==> config.mk <==
export PLATFORM = sky130hd
export DESIGN_NAME = fpgd_sqrt_cell
export DESIGN_NICKNAME = d
export VERILOG_FILES = /design/src/rtl/core/fpgd_sqrt_cell.sv
export SDC_FILE = /design/constraint.sdc
export NUM_CORES = 1
export LEC_CHECK = 0
export BUFFER_PORTS_ARGS = -buffer_cell sky130_fd_sc_hd__buf_2
export CAP_MARGIN = 20
export CORE_AREA = 8 8 330 332
export DETAILED_ROUTE_END_ITERATION = 12
export DIE_AREA = 0 0 338 340
export GPL_ROUTABILITY_DRIVEN = 0
export REMOVE_ABC_BUFFERS = 1
export SLEW_MARGIN = 10
export SYNTH_ARGS = -nofsm -noshare
export SYNTH_HDL_FRONTEND = slang
export SYNTH_SLANG_ARGS = --single-unit
==> constraint.sdc <==
create_clock -name clk -period 4.5 [get_ports clk]
set_input_delay 0.9 -clock clk [delete_from_list [all_inputs] [get_ports clk]]
set_output_delay 0.9 -clock clk [all_outputs]
set_load 0.02 [all_outputs]
==> src/rtl/core/fpgd_sqrt_cell.sv <==
// One digit cell of the dual-lane floor square root chain.
module fpgd_sqrt_cell #(
  parameter int RW = 52,
  parameter int PAYW = 8
) (
  input  logic            clk,
  input  logic            rst,
  input  logic            en,
  input  logic            in_valid,
  input  logic [2*RW-1:0] in_x_a,
  input  logic [RW+1:0]   in_rem_a,
  input  logic [RW-1:0]   in_root_a,
  input  logic [2*RW-1:0] in_x_b,
  input  logic [RW+1:0]   in_rem_b,
  input  logic [RW-1:0]   in_root_b,
  input  logic [PAYW-1:0] in_pay,
  output logic            out_valid,
  output logic [2*RW-1:0] out_x_a,
  output logic [RW+1:0]   out_rem_a,
  output logic [RW-1:0]   out_root_a,
  output logic [2*RW-1:0] out_x_b,
  output logic [RW+1:0]   out_rem_b,
  output logic [RW-1:0]   out_root_b,
  output logic [PAYW-1:0] out_pay
);
  localparam int XW = 2 * RW;

  logic [RW+3:0] tr_a, tq_a, tr_b, tq_b;
  logic          ge_a, ge_b;

  always_comb begin
    tr_a = {in_rem_a, in_x_a[XW-1:XW-2]};
    tq_a = {2'b00, in_root_a, 2'b01};
    ge_a = tr_a >= tq_a;
    tr_b = {in_rem_b, in_x_b[XW-1:XW-2]};
    tq_b = {2'b00, in_root_b, 2'b01};
    ge_b = tr_b >= tq_b;
  end

  always_ff @(posedge clk) begin
    if (rst) begin
      out_valid <= 1'b0;
    end else if (en) begin
      out_valid <= in_valid;
    end
  end

  always_ff @(posedge clk) begin
    if (en) begin
      out_x_a <= {in_x_a[XW-3:0], 2'b00};
      out_rem_a <= ge_a ? (RW+2)'(tr_a - tq_a) : tr_a[RW+1:0];
      out_root_a <= {in_root_a[RW-2:0], ge_a};
      out_x_b <= {in_x_b[XW-3:0], 2'b00};
      out_rem_b <= ge_b ? (RW+2)'(tr_b - tq_b) : tr_b[RW+1:0];
      out_root_b <= {in_root_b[RW-2:0], ge_b};
      out_pay <= in_pay;
    end
  end
endmodule

==> PnR_summary.wiki <==
{| class="wikitable"
! Metric !! Value
|-
| CTS hold repair buffers || 0
|-
| Final worst hold slack || around 440 ps
|-
| Number of instances in the synthesized netlist || 1646
|-
| Iteration count of the initial detailed-routing pass || 6
|-
| Largest area contributor in the netlist || edfxtp_1
|-
| Buffer cell driving the clock tree root || clkbuf_16
|-
| PnR Total Power || 11300 uW
|-
| Setup TNS || 0 ps
|-
| Resized cells post-CTS || 0
|-
| Total Wirelength || 87800 um
|-
| P&R area growth vs syn || 39.0%
|-
| Post-CTS Setup Inserts || 0
|-
| Critical path capture point type || flop
|-
| Crit path required time || 4870 ps
|-
| Count of nets after finishing || 3119
|-
| Portion of synthesized cell area occupied by the leading cell type || 62.6%
|-
| Worst Hold Path EP || out_x_b[73]
|-
| Routed via count || roughly 17000
|-
| Core area || 104000 um^2
|-
| Worst setup slack before clock tree synthesis || -78.6 ps
|-
| Register-to-register setup slack || about 3900 ps
|-
| VDD IR-drop max || 333 uV
|-
| Global-route wire length before repair || approximately 120000 um
|-
| Post-synthesis cell type count || 81
|-
| Proportion of layout cells with a drive suffix above 1 || ~39%
|-
| Antenna violations before repair || 29
|-
| CTS clock-pin slew for the worst setup and hold paths || 60 ps
|-
| Number of synthesized register bits || 425
|-
| Number of setup violations in the final report || 0
|-
| Power density normalized to cell area || ~400 nW/um^2
|-
| TritonCTS clock tree || built
|-
| Detail Placement HPWL || 74200 um
|-
| CTS sink count || 425
|-
| Fraction of registers with async set/reset || 0%
|-
| Min Tclk post-route || 3910 ps
|-
| Via count of the first global-routing pass || around 17000
|-
| Max H-tree Level || 2
|-
| Number of flops mapped to enable cells by yosys || 424
|-
| Most common library cell in the layout ignoring fill and taps || buf_2
|-
| Yosys warning total || 0
|-
| Full die area || 115000 um^2
|-
| CTS max path bufs || 3
|-
| Routed Antenna Nets || 0
|-
| Highest net fanout along the worst path || 5
|-
| Setup repair after global routing missed its margin || false
|-
| Commonest cells after routing, fill and taps aside || buf_2, edfxtp_1, a21oi_1
|-
| R2R Path Start || out_valid
|-
| Clock buffer count from CTS || 48
|-
| Die Width || 338 um
|-
| Drt wl/cell || 21.9 um
|-
| Setup slack after layout || a little under 600 ps
|-
| Total count of max-transition violations in the final report || 0
|-
| Register area share after synthesis || 62.7%
|-
| PortBufs || about 860
|-
| Static Leakage || 0.0123 uW
|-
| Maximum number of pins on one net before global-route repair || 87
|-
| Peak Freq || 0.255 GHz
|-
| GR Util All Layers || 14.2%
|-
| Hold Startpoint || in_x_b[71]
|-
| Top post-synthesis cells by area || edfxtp_1, ha_1, a21oi_1
|-
| Crit start category || input pin
|-
| Status || complete, no violations
|-
| Instance count along the most critical hold path || 1
|-
| Number of ports placed on the die boundary || between 800 and 900
|-
| Worst flop-to-flop path endpoint || out_valid
|-
| Critical path type || input pin to flop
|-
| Reported max-cap violation count || 0
|-
| Headroom to the max-slew limit || 41.0%
|-
| Main flop type after synthesis || edfxtp_1
|-
| Cell area after synthesis || a little over 20000 um^2
|-
| Clock network latency to the later pin of the worst-skew pair || 590 ps
|-
| Hold Violations, Final || 0
|-
| Initial Util || 19.5%
|-
| Detail-routed via count per cell || between 4 and 5
|-
| Worst hold path type || input pin to flop
|-
| Vertical die dimension || 340 um
|-
| Number of core rows || 119
|-
| Mean post-synth cell area || 12.4 um^2
|-
| Final design utilization || 27.2%
|-
| Count of unresolved DRC violations after routing || 0
|-
| First-iteration detailed-routing DRC count || roughly 1200
|-
| Setup skew after layout || 0 ps
|-
| Final worst path period share || 87.0%
|-
| Crit path DAT || 4290 ps
|-
| Slew at the pin closest to its max-slew limit || about 880 ps
|-
| Cells on worst reg2reg path || 2
|-
| Overall overflow remaining after global route || 0
|}
-- synth_stat cells, types with 8 or more instances --
cell,number
buf_2,13
o21ai_0,108
o21a_1,8
nand2_1,138
xor2_1,40
and3_1,16
o21bai_1,16
ha_1,108
clkbuf_1,29
a21o_1,52
a31oi_1,18
nor2_1,92
edfxtp_1,424
and2_1,8
mux2_2,9
nand4_1,26
a211oi_1,10
nand2b_1,18
nor3_1,19
a21oi_1,155
nand3_1,24
xnor2_1,56
o31ai_1,10
inv_1,135
-- power by group --
part           leakage [uW]  internal (uW)  switching, uW
clock              0.000680           1980           1670
sequential          0.00416           4850            126
combinational       0.00746            943           1750
-- cells by family after synthesis --
logic type	Yosys count	share of synthesized area (%)
compound gates	442	13.5
other cells	1	0.0184
xor+xnor	96	4.13
flops	425	62.7
mux	15	0.794
simple gates	370	8.49
fa+ha+maj	108	6.64
buf+inv	189	3.74
-- per-layer routing --
metal,vias up,wire length [um],global-route usage [%]
met2,836,43400,25.3
met4,10,2280,3.47
met1,8079,32200,15.6
met3,132,9930,5.69
met5,-,59,0
li1,7958,-,-
-- metrics by stage --
step | area [um^2] | instances
after global placement | 26800 | 3920
after detailed placement | 26800 | 3920
after floorplan | 20100 | 1596
after global routing | 28300 | 4003
after CTS | 28200 | 4001
final | 28300 | 4009
-- area by class of cell --
type	instances	area [um^2]
inverters	136	510
multi-input cells	1035	6850
clock inverters	17	165
repair buffers	933	4970
clock buffers	64	1260
fillers	11000	75800
well taps	1391	1740
flip-flops and latches	425	12800
diodes	8	20.0
-- worst max-delay path, cell delays in order --
cell	delay, ps
buf_2	90
inv_1	40
ha_1	430
nand4_1	290
nor2_1	370
o21ai_0	300
a21oi_1	330
nand2b_1	170
a41oi_1	340
o21a_1	320
o21ai_0	430
xnor2_1	180
a21oi_1	90
-- worst max-delay path by stage --
| stage | cells after the start | slack [ps] | from | end |
|---|---|---|---|---|
| after floorplan | 13 | -350 | in_root_b[47] | out_rem_b[47] |
| after global placement | 13 | -120 | in_root_b[38] | out_rem_b[5] |
| after detailed placement | 13 | -80 | in_root_b[38] | out_rem_b[5] |
| after CTS | 13 | 590 | in_root_b[38] | out_rem_b[5] |
| after global routing | 14 | 500 | in_rem_a[0] | out_rem_a[14] |
| final | 13 | 590 | in_root_a[11] | out_rem_a[49] |
-- registers in the layout, indices dropped and copies added (netlist names) --
signal	flops
out_valid	1
out_rem_b	54
out_x_b	102
out_x_a	102
out_root_b	52
out_pay	8
out_rem_a	54
out_root_a	52
Power figures use the tool's default switching activity.
