===== src/rtl/core/fpgd_div_cell.sv =====
// One quotient bit cell of the restoring divider chain.
module fpgd_div_cell #(
  parameter int TW = 107,
  parameter int SW = 52,
  parameter int PAYW = 8
) (
  input  logic            clk,
  input  logic            rst,
  input  logic            en,
  input  logic            in_valid,
  input  logic [TW-1:0]   in_num,
  input  logic [SW-1:0]   in_rem,
  input  logic [SW-1:0]   in_den,
  input  logic [PAYW-1:0] in_pay,
  output logic            out_valid,
  output logic [TW-1:0]   out_num,
  output logic [SW-1:0]   out_rem,
  output logic [SW-1:0]   out_den,
  output logic [PAYW-1:0] out_pay
);
  logic [SW:0] trial;
  logic        ge;

  always_comb begin
    trial = {in_rem, in_num[TW-1]};
    ge = trial >= {1'b0, in_den};
  end

  always_ff @(posedge clk) begin
    if (rst) begin
      out_valid <= 1'b0;
    end else if (en) begin
      out_valid <= in_valid;
    end
  end

  always_ff @(posedge clk) begin
    if (en) begin
      out_num <= {in_num[TW-2:0], ge};
      out_rem <= ge ? SW'(trial - {1'b0, in_den}) : trial[SW-1:0];
      out_den <= in_den;
      out_pay <= in_pay;
    end
  end
endmodule


===== config.mk =====
export PLATFORM = sky130hd
export DESIGN_NAME = fpgd_div_cell
export DESIGN_NICKNAME = d
export VERILOG_FILES = /design/src/rtl/core/fpgd_div_cell.sv
export SDC_FILE = /design/constraint.sdc
export NUM_CORES = 1
export LEC_CHECK = 0
export BUFFER_PORTS_ARGS = -buffer_cell sky130_fd_sc_hd__clkbuf_2
export CAP_MARGIN = 30
export CORE_AREA = 2 2 174 176
export DETAILED_ROUTE_END_ITERATION = 10
export DIE_AREA = 0 0 176 178
export GPL_TIMING_DRIVEN = 0
export HOLD_SLACK_MARGIN = 0.03
export PLACE_DENSITY = 0.7
export SETUP_SLACK_MARGIN = 0.4
export SYNTH_ARGS = -nofsm -noshare
export SYNTH_HDL_FRONTEND = slang
export SYNTH_SLANG_ARGS = --single-unit
export TNS_END_PERCENT = 20

===== constraint.sdc =====
create_clock -name clk -period 9.6 [get_ports clk]
set_input_delay 1.44 -clock clk [delete_from_list [all_inputs] [get_ports clk]]
set_output_delay 1.44 -clock clk [all_outputs]
set_load 0.05 [all_outputs]

==> results of run 1 <==
## final cells by class
cell class / instances / area, um2 / area share
Sequential cell: 220 / 6600 / 0.466
Multi-Input combinational cell: 526 / 3550 / 0.251
Timing Repair Buffer: 444 / 2280 / 0.161
Clock buffer: 28 / 637 / 0.0450
Tap cell: 390 / 488 / 0.0345
Inverter: 69 / 259 / 0.0183
Clock inverter: 15 / 203 / 0.0143
Buffer: 28 / 145 / 0.0103
Antenna cell: 2 / 5.00 / 0.000353
## report_power, final
part           internal [mW]  switching [mW]  leakage [nW]
Sequential              1.17          0.0254          2.15
Clock                  0.608           0.385         0.409
Combinational          0.209           0.594          3.86
Total                   1.99            1.00          6.42
## through the flow
stage	hold WS, ns	util
after floorplan	0.733	-
after global routing	0.526	0.481
after detailed placement	0.490	0.453
final	0.502	0.482
after CTS	0.504	0.481
after global placement	0.476	0.451
## cell families (layout without fill, tap and decap cells)
group / Yosys count / count (layout) / synth area share
compound gates: 233 / 233 / 0.144
flops: 220 / 220 / 0.625
simple gates: 188 / 188 / 0.0827
buf+inv: 97 / 584 / 0.0383
fa+ha+maj: 53 / 53 / 0.0636
xor+xnor: 45 / 45 / 0.0374
mux: 7 / 7 / 0.00866
other cells: 0 / 2 / 0
## synth_stat cells (5+ instances only)
cell type	count	share of area
edfxtp_1	219	0.62
nand2_1	87	0.031
inv_1	69	0.025
o21ai_0	60	0.028
ha_1	52	0.062
a21oi_1	49	0.023
a21o_1	47	0.033
xnor2_1	30	0.025
nor2_1	28	0.010
clkbuf_1	21	0.0075
o21ai_1	17	0.0081
nand4_1	15	0.0089
xor2_1	15	0.012
a31oi_1	12	0.0071
nor3_1	11	0.0052
nand3_1	10	0.0047
and3_1	8	0.0047
o21bai_1	8	0.0057
a211oi_1	7	0.0050
nand2b_1	7	0.0042
nor2b_1	6	0.0036
buf_6	5	0.0053
## path summary, 6_finish.rpt
kind                   from           to  slack [ns]
setup / recovery  in_den[2]  out_rem[46]        5.10
hold / removal    out_valid    out_valid        0.50
setup reg to reg  out_valid    out_valid        9.02
hold reg to reg   out_valid    out_valid        0.50
## worst reg2reg max path: cells and delay by family (launching register included)
kind / cells / cell delay [ns]
multiplexers: 1 / 0.12
flip-flops: 1 / 0.30
AND/OR/NAND/NOR: 1 / 0.05
## layer usage
metal	part of all wire	wire length, um	GRT usage	vias up
met3	0.089	3120	0.0607	61
li1	-	-	-	4081
met1	0.40	14100	0.261	4077
met4	0.028	985	0.0613	0
met2	0.48	16900	0.362	384
met5	0	0	0	-
## registers in the layout, summed over array words and instances, names as in the netlist
register,flops
out_num,107
out_den,52
out_rem,52
out_pay,8
out_valid,1
## cell usage in the layout (no fill, tap or decap), drive strengths merged, types with 2 or more instances in the layout
cell / instances
inv: 69
xnor2: 30
ha: 52
bufinv: 5
nand2b: 7
a41oi: 2
nor2b: 7
a211oi: 8
a21o: 47
nand4: 15
nor2: 28
and2: 4
or3: 3
a21boi: 3
a21oi: 50
nor3: 11
a2111oi: 3
a31oi: 12
edfxtp: 219
nor4: 4
clkinv: 8
buf: 9
o41ai: 2
diode: 2
o21ai: 78
mux2i: 2
and3: 8
xor2: 15
mux2: 5
nand3: 11
clkbuf: 491
o211ai: 3
o21a: 4
nand2: 87
o31a: 2
o31ai: 5
clkinvlp: 2
o21bai: 8
==> results.txt, run 1 <==
----------------------------------------------------
[Outcome]
  Status ... complete, no violations

[Synth]
  Post-synth design cell area ... 10600 um2
  Number of nets in the synthesized netlist ... 1119
  Most used flip-flop cell after synthesis ... edfxtp_1
  Syn. warnings ... 0
  Average footprint of a synthesized cell ... 12.5 um2
  Seq/Total Area, Yosys ... 0.625
  Number of synthesized flops with an enable pin ... 219
  Asr flop ratio synth ... 0
  Number of synthesized register bits ... 220
  Cell count after synthesis ... 843
  Synth unique cells ... 56

[Detailed routing]
  Number of iterations in the first detailed-routing pass ... 5
  DRC marker count from the first detailed-route iteration ... 592
  Vias per inst ... 5.00
  DRT antenna net count ... 0
  Routed Wire Length ... 35.1 mm
  Via count ... 8603
  DRC violations left ... 0
  Routed wirelength normalized by instance count ... 20.4 um

[Clocking]
  Number of buffers inserted for hold repair after clock tree synthesis ... 0
  Post-CTS sizing ... 0
  Clock transition at the registers of the reported paths ... 0.06 ns
  CTS Buf Count ... 25
  Clk root buf ... clkbuf_16
  Clock latency on the worst-skew pair ... 0.51 ns
  Clock sinks ... 220
  TritonCTS clock tree ... yes
  Deepest clock path buffer count ... 3
  CTS H-tree lvls ... 1
  Setup Fix Bufs, Post-CTS ... 0

[Cells and area]
  Final cell count without fillers ... 1722
  Final Net Count ... 1590
  Fraction of layout cells with a size suffix above 1 ... 0.382
  Number of inserted filler cells in the final layout ... 2672
  Non-Filler Cell Area, Final ... 14200 um2
  Layout Area Growth over Synthesis ... 34.2%

[STA]
  Total count of max-transition violations in the final report ... 0
  Final Hold Fails ... 0
  Unrepaired setup endpoints after global routing ... false
  Ratio of final minimum period to clock period ... 0.469
  Min Clock Period, post-route ... 4.50 ns
  Final worst setup slack ... 5.10 ns
  Max Clock Freq ... 222 MHz
  Post-Route Setup TNS ... 0 ns
  Slew at the pin closest to its max-slew limit ... 0.760 ns
  Total setup violations reported at the end of the flow ... 0
  Skew final ... 0 ns
  Max-Slew Margin vs Limit ... 0.490

[Place]
  DP Worst Slack ... 4.63 ns
  Port Buffer Count ... 442
  DPL Wire Length ... 27.7 mm
  Routability cong. ... 0.944
  Instance area after placement ... 13300 um2
  Instance count after placement with tap cells included ... 1677

[Floorplan]
  Initial Util ... 0.359
  Area of the die ... 31300 um2
  Die span in x ... 176 um
  Total I/O pin count ... 443
  Die Height ... 178 um
  Core Region ... 29400 um2
  Total number of placement rows ... 63

[Global route]
  Number of antenna violations at the first check in global routing ... 1
  Total Routing Usage GR ... 0.212
  GR Overflow Total ... 0
  First-pass GRT wire length ... 50.4 mm
  Number of global-route vias before repair ... 8405
  Pin count of the biggest net entering global routing ... 106

[Power]
  Leakage power total ... 6.42 nW
  Maximum resistive drop on vdd ... 0.000143 V
  Pwr dens ... 211 nW/um2
  Overall power after layout ... 2.99 mW

[Critical path]
  Max incr delay on CP ... 0.52 ns
  Path depth of the worst reg2reg path ... 2
  Number of buffer and inverter instances along the worst setup path ... 2
  Endpoint arrival time on the critical path ... 4.75 ns
  WS Path Type ... in -> reg
  Kind of start point of the critical path ... input pin
  Cell-by-cell trace of the critical path ... clkbuf_2 > inv_1 > ha_1 > nor2b_1 > o31a_1 > o31ai_1 > a21oi_1 > o21ai_1 > a211oi_1 > o21ai_1 > o21bai_1 > a2111oi_2 > a211oi_2
  Logic depth of the worst path, buffers included ... 13
  Most used cell, CP ... o21ai_1
  Master of the slowest instance on the critical path ... o21ai_1
  Crit end category ... flip-flop
  Maximum fanout along the worst path ... 5
  Required time at the endpoint of the critical path ... 9.85 ns
  Crit path max-delay family ... compound AO/OA/AOI/OAI gates

[Run]
  Maxcap violations ... 0

[Hold path]
  Worst hold path class ... reg -> reg
  Cell depth of the worst min-delay path ... 2

----------------------------------------------------
Note: power is estimated with default switching activity, not from simulation.
==> inputs of run 2 (changes only) <==
--- a/config.mk
+++ b/config.mk
@@ -5,14 +5,15 @@
 export SDC_FILE = /design/constraint.sdc
 export NUM_CORES = 1
 export LEC_CHECK = 0
+export ABC_AREA = 1
 export BUFFER_PORTS_ARGS = -buffer_cell sky130_fd_sc_hd__clkbuf_2
 export CAP_MARGIN = 30
-export CORE_AREA = 2 2 174 176
+export CORE_AREA = 2 2 172 174
 export DETAILED_ROUTE_END_ITERATION = 10
-export DIE_AREA = 0 0 176 178
+export DIE_AREA = 0 0 174 176
 export GPL_TIMING_DRIVEN = 0
 export HOLD_SLACK_MARGIN = 0.03
-export PLACE_DENSITY = 0.7
+export PLACE_DENSITY = 0.8
 export SETUP_SLACK_MARGIN = 0.4
 export SYNTH_ARGS = -nofsm -noshare
 export SYNTH_HDL_FRONTEND = slang
==> constraint.sdc (replaced) <==
create_clock -name clk -period 4 [get_ports clk]
set_input_delay 0.6 -clock clk [delete_from_list [all_inputs] [get_ports clk]]
set_output_delay 0.6 -clock clk [all_outputs]
set_load 0.05 [all_outputs]
==> results.txt, run 2 <==
----------------------------------------------------
[Outcome]
  Status ... complete, no violations

[Global route]
  Pin count of the biggest net entering global routing ... 116 (+9.4%)
  First-pass GRT wire length ... 63.8 mm (+27%)
  Number of global-route vias before repair ... 11048 (+31%)
  Total Routing Usage GR ... 0.279 (+0.0671)
  GR Overflow Total ... 0 (unchanged)
  Number of antenna violations at the first check in global routing ... 3 (+2)

[Synth]
  Number of synthesized register bits ... 220 (unchanged)
  Seq/Total Area, Yosys ... 0.535 (-0.0898)
  Most used flip-flop cell after synthesis ... edfxtp_1
  Area share of the largest cell type after synthesis ... 0.534 (-0.0896)
  Average footprint of a synthesized cell ... 8.57 um2 (-31%)
  Cell types occupying the most area after synthesis ... edfxtp_1, nand2_1, inv_1
  Number of nets in the synthesized netlist ... 1713 (+53%)
  Post-synth design cell area ... 12300 um2 (+17%)
  Number of synthesized flops with an enable pin ... 219 (unchanged)
  Synth unique cells ... 36 (-36%)
  Syn. warnings ... 0 (unchanged)
  Leading area contributor after synthesis ... edfxtp_1
  Cell count after synthesis ... 1437 (+70%)
  Post-synth top cells ... nand2_1, inv_1, edfxtp_1
  Asr flop ratio synth ... 0 (unchanged)
  Most numerous cell in the Yosys netlist ... nand2_1

[Cells and area]
  Final core utilization ... 0.556 (+0.0741)
  Max FFs per register ... 107 (unchanged)
  Final Net Count ... 2183 (+37%)
  Layout Area Growth over Synthesis ... 28.7%
  Largest register by flop count ... out_num
  Footprint of the multi-input gates ... 4360 um2 (+23%)
  Most common cell after layout, fill and taps aside ... nand2_1
  Number of antenna diodes ... 0 (-2)
  Commonest cells after routing, fill and taps aside ... nand2_1, clkbuf_2, inv_1
  Final cell count without fillers ... 2309 (+34%)
  Number of inserted filler cells in the final layout ... 2717 (+1.7%)
  Area taken by flip-flops and latches ... 6600 um2 (unchanged)
  Fraction of layout cells with a size suffix above 1 ... 0.282 (-0.0999)
  Biggest registers after layout ... out_num: 107 flops, out_den: 52 flops, out_rem: 52 flops

[Floorplan]
  Total number of placement rows ... 62 (-1.6%)
  Die Height ... 176 um (-1.1%)
  Core Region ... 28500 um2 (-2.9%)
  Initial Util ... 0.432 (+0.0728)
  Area of the die ... 30600 um2 (-2.2%)
  Total I/O pin count ... 443 (unchanged)
  Die span in x ... 174 um (-1.1%)

[STA]
  Max-Slew Margin vs Limit ... 0.422 (-0.0682)
  Ratio of final minimum period to clock period ... 0.677
  Slew at the pin closest to its max-slew limit ... 0.868 ns (+0.107 ns)
  Max Clock Freq ... 369 MHz
  Final worst setup slack ... 1.29 ns (-3.81 ns)
  Total count of max-transition violations in the final report ... 0 (unchanged)
  Post-Route Setup TNS ... 0 ns (unchanged)
  Final Hold Fails ... 0 (unchanged)
  Total setup violations reported at the end of the flow ... 0 (unchanged)
  Skew final ... 0 ns (unchanged)
  Min Clock Period, post-route ... 2.71 ns
  Unrepaired setup endpoints after global routing ... false

[Detailed routing]
  Routed Wire Length ... 43.9 mm (+25%)
  DRC marker count from the first detailed-route iteration ... 894 (+51%)
  Routed wirelength normalized by instance count ... 19.0 um (-6.8%)
  Number of iterations in the first detailed-routing pass ... 5 (unchanged)
  Via count ... 11030 (+28%)
  DRT antenna net count ... 0 (unchanged)
  Vias per inst ... 4.78 (-4.4%)
  DRC violations left ... 0 (unchanged)

[Clocking]
  TritonCTS clock tree ... yes
  Clock latency on the worst-skew pair ... 0.54 ns (+0.03 ns)
  Setup Fix Bufs, Post-CTS ... 0 (unchanged)
  Post-CTS sizing ... 0 (unchanged)
  Clk root buf ... clkbuf_16
  Deepest clock path buffer count ... 3 (unchanged)
  Clock transition at the registers of the reported paths ... 0.06 ns (about the same)
  CTS Buf Count ... 25 (unchanged)
  CTS H-tree lvls ... 1 (unchanged)
  Clock sinks ... 220 (unchanged)
  Number of buffers inserted for hold repair after clock tree synthesis ... 0 (unchanged)

[Critical path]
  Crit end category ... flip-flop
  WS Path Type ... in -> reg
  Endpoint arrival time on the critical path ... 3.01 ns (-1.74 ns)
  Flop2flop setup slack ... 3.35 ns (-5.67 ns)
  Kind of start point of the critical path ... input pin
  Maximum fanout along the worst path ... 10 (+5)
  Required time at the endpoint of the critical path ... 4.30 ns (-5.55 ns)

[Place]
  Instance count after placement with tap cells included ... 2264 (+35%)
  DPL Wire Length ... 36.4 mm (+31%)
  Routability cong. ... 0.936 (-0.81%)
  Port Buffer Count ... 442 (unchanged)
  DP Worst Slack ... 0.724 ns (-3.90 ns)

[Power]
  Maximum resistive drop on vdd ... 0.000329 V (+130%)
  Leakage power total ... 8.45 nW (+32%)
  Pwr dens ... 457 nW/um2 (+120%)

[Hold path]
  Worst hold path class ... in -> reg

[Run]
  Maxcap violations ... 0 (unchanged)

----------------------------------------------------
[run 2: critical path, cell delays in order]
cell      delay, ns
clkbuf_2       0.09
inv_1          0.04
ha_1           0.34
nand2_1        0.11
nand3_1        0.19
nand2_1        0.11
nand2_1        0.16
nand2_1        0.11
nand3b_1       0.23
nand2_2        0.30
nand3_4        0.24
buf_6          0.24
nand3_1        0.15
nand2_1        0.07
[run 2: cells by family after synthesis]
| logic type | after synthesis | share of synthesized area |
|---|---|---|
| simple gates | 720 | 0.250 |
| fa+ha+maj | 53 | 0.0544 |
| compound gates | 65 | 0.0285 |
| buf+inv | 350 | 0.111 |
| xor+xnor | 28 | 0.0199 |
| mux | 1 | 0.000812 |
| flops | 220 | 0.535 |
[run 2: routing by layer]
layer / global-route usage / wire (um) / vias up
met4: 0.0788 / 1360 / 6
met2: 0.484 / 20900 / 450
met3: 0.0805 / 4100 / 72
met1: 0.339 / 17400 / 5042
li1: - / - / 5460
met5: 0 / 37 / -
[run 2: final timing paths]
| path | start | end | depth (start not counted) |
|---|---|---|---|
| setup reg to reg | out_valid | out_valid | 2 |
| setup / recovery | in_den[2] | out_rem[45] | 14 |
| hold / removal | rst | out_valid | 2 |
| hold reg to reg | out_valid | out_valid | 2 |
[run 2: metrics by stage]
step / area (um2) / total power, mW / hold WS [ns]
floorplan: 12300 / 4.33 / 0.672
global placement: 15000 / 4.99 / 0.478
global route: 15900 / 7.53 / 0.211
finish: 15900 / 7.24 / 0.214
CTS: 15900 / 7.30 / 0.198
detailed placement: 15000 / 4.99 / 0.549
[run 2: power by group]
group	switching [mW]	total, mW	internal (mW)
logic	1.58	2.08	0.500
registers	0.0659	2.87	2.81
clock network	0.954	2.29	1.34
total	2.60	7.24	4.65
[run 2: layout make-up]
type,count,area share
Buffer,14,0.00663
Clock buffer,26,0.0397
Clock inverter,19,0.0116
Inverter,336,0.0795
Multi-Input combinational cell,867,0.275
Sequential cell,220,0.416
Tap cell,384,0.0303
Timing Repair Buffer,443,0.142
==> inputs of run 3 (changes only) <==
--- a/config.mk
+++ b/config.mk
@@ -8,12 +8,12 @@
 export ABC_AREA = 1
 export BUFFER_PORTS_ARGS = -buffer_cell sky130_fd_sc_hd__clkbuf_2
 export CAP_MARGIN = 30
-export CORE_AREA = 2 2 172 174
+export CORE_AREA = 2 2 173 175
 export DETAILED_ROUTE_END_ITERATION = 10
-export DIE_AREA = 0 0 174 176
+export DIE_AREA = 0 0 175 177
 export GPL_TIMING_DRIVEN = 0
 export HOLD_SLACK_MARGIN = 0.03
-export PLACE_DENSITY = 0.8
+export PLACE_DENSITY = 0.77
 export SETUP_SLACK_MARGIN = 0.4
 export SYNTH_ARGS = -nofsm -noshare
 export SYNTH_HDL_FRONTEND = slang
==> constraint.sdc (replaced) <==
create_clock -name clk -period 2.8 [get_ports clk]
set_input_delay 0.42 -clock clk [delete_from_list [all_inputs] [get_ports clk]]
set_output_delay 0.42 -clock clk [all_outputs]
set_load 0.05 [all_outputs]
==> results.txt, run 3 (same netlist as run 2, synthesis figures left out) <==
----------------------------------------------------
[Power]
  Share of total power consumed by net switching ... 0.357 (-0.00106)
  Register share of total power ... 0.397 (about the same)
  Share of power burned in combinational logic ... 0.295 (+0.008)
  Maximum resistive drop on vdd ... 0.000451 V (+37%)
  Switching power summed over all nets ... 3.70 mW (+43%)
  Pwr dens ... 641 nW/um2 (+40%)
  Overall power after layout ... 10.4 mW (+43%)
  Cell internal pwr ... 6.65 mW (+43%)
  Leakage power total ... 8.53 nW (+0.92%)
  Clock network power share ... 0.309 (-0.008)

[STA]
  Total setup violations reported at the end of the flow ... 0 (unchanged)
  Skew final ... 0 ns (unchanged)
  Min Clock Period, post-route ... 2.34 ns
  Max Clock Freq ... 428 MHz
  Slew at the pin closest to its max-slew limit ... 0.911 ns (+0.0434 ns)
  Ratio of final minimum period to clock period ... 0.834
  Max-Slew Margin vs Limit ... 0.393 (-0.0289)
  Unrepaired setup endpoints after global routing ... true
  Total count of max-transition violations in the final report ... 0 (unchanged)
  Final Hold Fails ... 0 (unchanged)
  Worst hold margin ... 0.0559 ns (-0.158 ns)

[Clocking]
  CTS H-tree lvls ... 1 (unchanged)
  Clock transition at the registers of the reported paths ... 0.06 ns (about the same)
  CTS Buf Count ... 25 (unchanged)
  Clock latency on the worst-skew pair ... 0.52 ns (-0.02 ns)
  Clock sinks ... 220 (unchanged)
  Number of buffers inserted for hold repair after clock tree synthesis ... 0 (unchanged)
  Clk root buf ... clkbuf_16
  Deepest clock path buffer count ... 3 (unchanged)
  TritonCTS clock tree ... yes

[Global route]
  Total Routing Usage GR ... 0.277 (-0.00209)
  Pin count of the biggest net entering global routing ... 113 (-2.6%)
  First-pass GRT wire length ... 63.8 mm (about the same)
  Number of antenna violations at the first check in global routing ... 1 (-2)
  Number of global-route vias before repair ... 11137 (+0.81%)
  GR Overflow Total ... 0 (unchanged)

[Floorplan]
  Core Region ... 29200 um2 (+2.4%)
  Initial Util ... 0.421 (-0.0103)
  Total I/O pin count ... 443 (unchanged)
  Area of the die ... 31000 um2 (+1.1%)
  Die span in x ... 175 um (+0.57%)
  Total number of placement rows ... 63 (+1.6%)
  Die Height ... 177 um (+0.57%)

[Cells and area]
  Layout Area Growth over Synthesis ... 31.2%
  Commonest cells after routing, fill and taps aside ... nand2_1, clkbuf_2, inv_1
  Fraction of layout cells with a size suffix above 1 ... 0.301 (+0.0190)
  Final Net Count ... 2191 (+0.37%)
  Number of inserted filler cells in the final layout ... 2758 (+1.5%)
  Non-Filler Cell Area, Final ... 16200 um2 (+1.9%)
  Largest register by flop count ... out_num
  Max FFs per register ... 107 (unchanged)
  Biggest registers after layout ... out_num: 107 flops, out_den: 52 flops, out_rem: 52 flops
  Most common cell after layout, fill and taps aside ... nand2_1
  Number of antenna diodes ... 0 (unchanged)

[Run]
  Maxcap violations ... 0 (unchanged)

[Critical path]
  End point of the critical path ... out_rem[32]
  Flop2flop setup slack ... 2.14 ns (-1.21 ns)
  Endpoint arrival time on the critical path ... 2.71 ns (-0.30 ns)
  Crit end category ... flip-flop
  WS Path Type ... in -> reg
  Required time at the endpoint of the critical path ... 3.18 ns (-1.12 ns)
  Kind of start point of the critical path ... input pin
  Path depth of the worst reg2reg path ... 2 (unchanged)
  Reg-to-reg critical path endpoint ... out_valid
  Maximum fanout along the worst path ... 10 (unchanged)
  Worst setup startpoint ... in_den[4]
  Reg2Reg Launch Point ... out_valid

[Hold path]
  Cell depth of the worst min-delay path ... 2 (unchanged)
  Worst hold path class ... in -> reg

[Place]
  DPL Wire Length ... 36.3 mm (-0.38%)
  Port Buffer Count ... 442 (unchanged)
  Instance area after placement ... 15100 um2 (about the same)
  Routability cong. ... 0.947 (+1.2%)

[Detailed routing]
  Number of iterations in the first detailed-routing pass ... 7 (+2)
  Routed wirelength normalized by instance count ... 19.1 um (+0.44%)
  Vias per inst ... 4.75 (-0.60%)
  DRC violations left ... 0 (unchanged)
  DRC marker count from the first detailed-route iteration ... 888 (-0.67%)
  Routed Wire Length ... 44.3 mm (+1.0%)
  Via count ... 11030 (unchanged)
  DRT antenna net count ... 0 (unchanged)

[Outcome]
  Status ... complete, no violations

----------------------------------------------------
## run 3: cell count changes in the layout (fill, tap and decap cells not counted), moves of 3 or more
cell,delta
buf_4,+4
nand2_2,+3
ha_2,+11
ha_1,-19
ha_4,+8
nand3_2,+3
nand2_1,-5
buf_6,-3
clkinv_1,-4
## run 3: power groups by stage
stage	Sequential [mW]	Combinational [mW]	Clock [mW]
2_1_floorplan	5.28	0.909	0
3_3_place_gp	4.19	2.94	0
3_5_place_dp	4.17	2.96	0
4_1_cts	4.11	2.99	3.29
5_1_grt	4.14	3.26	3.39
6_report	4.11	3.05	3.20
## run 3: worst min-delay path by stage
| stage | to | from | slack [ns] |
|---|---|---|---|
| after floorplan | out_valid | rst | 0.49 |
| after global placement | out_valid | out_valid | 0.50 |
| after detailed placement | out_valid | out_valid | 0.53 |
| after CTS | out_valid | rst | 0.03 |
| after global routing | out_num[12] | in_num[11] | 0.03 |
| final | out_valid | rst | 0.06 |
## run 3: layout make-up
class | count | area [um2] | share of cell area
Sequential cell | 220 | 6600 | 0.408
Multi-Input combinational cell | 868 | 4550 | 0.281
Clock inverter | 13 | 128 | 0.00789
Tap cell | 390 | 488 | 0.0302
Inverter | 336 | 1260 | 0.0780
Timing Repair Buffer | 450 | 2350 | 0.145
Buffer | 14 | 124 | 0.00766
Clock buffer | 32 | 672 | 0.0416
## run 3: critical path, cell delays in order
cell and delay (ns):
clkbuf_2 0.09, inv_1 0.04, ha_1 0.36, nand2_1 0.15, nor4_2 0.53, nand4_4 0.36, nand3_4 0.34, buf_6 0.21
nand2_1 0.10, o21ai_1 0.09
## run 3: stage by stage
| stage | util | TNS [ns] | setup WS, ns | cells |
|---|---|---|---|---|
| floorplan | - | 0 | 0.626 | 1437 |
| global placement | 0.514 | -432.56 | -1.97 | 2269 |
| detailed placement | 0.515 | -12.14 | -0.316 | 2270 |
| CTS | 0.544 | 0 | 0.446 | 2318 |
| global route | 0.553 | 0 | 0.390 | 2323 |
| finish | 0.553 | 0 | 0.465 | 2323 |
## run 3: metal layers
| layer | GRT usage | up-vias | wire length (um) |
|---|---|---|---|
| met2 | 0.477 | 385 | 21300 |
| met1 | 0.337 | 5109 | 18100 |
| met5 | 0 | - | 13 |
| li1 | - | 5474 | - |
| met4 | 0.0847 | 2 | 1270 |
| met3 | 0.0773 | 60 | 3650 |
## run 3: repair_timing
item	4_1_cts	5_1_grt
endpoints found under the setup margin	52	52
gates resized for setup	1	40
setup buffers	2	3
pin swaps	3	5
cloned	1	2
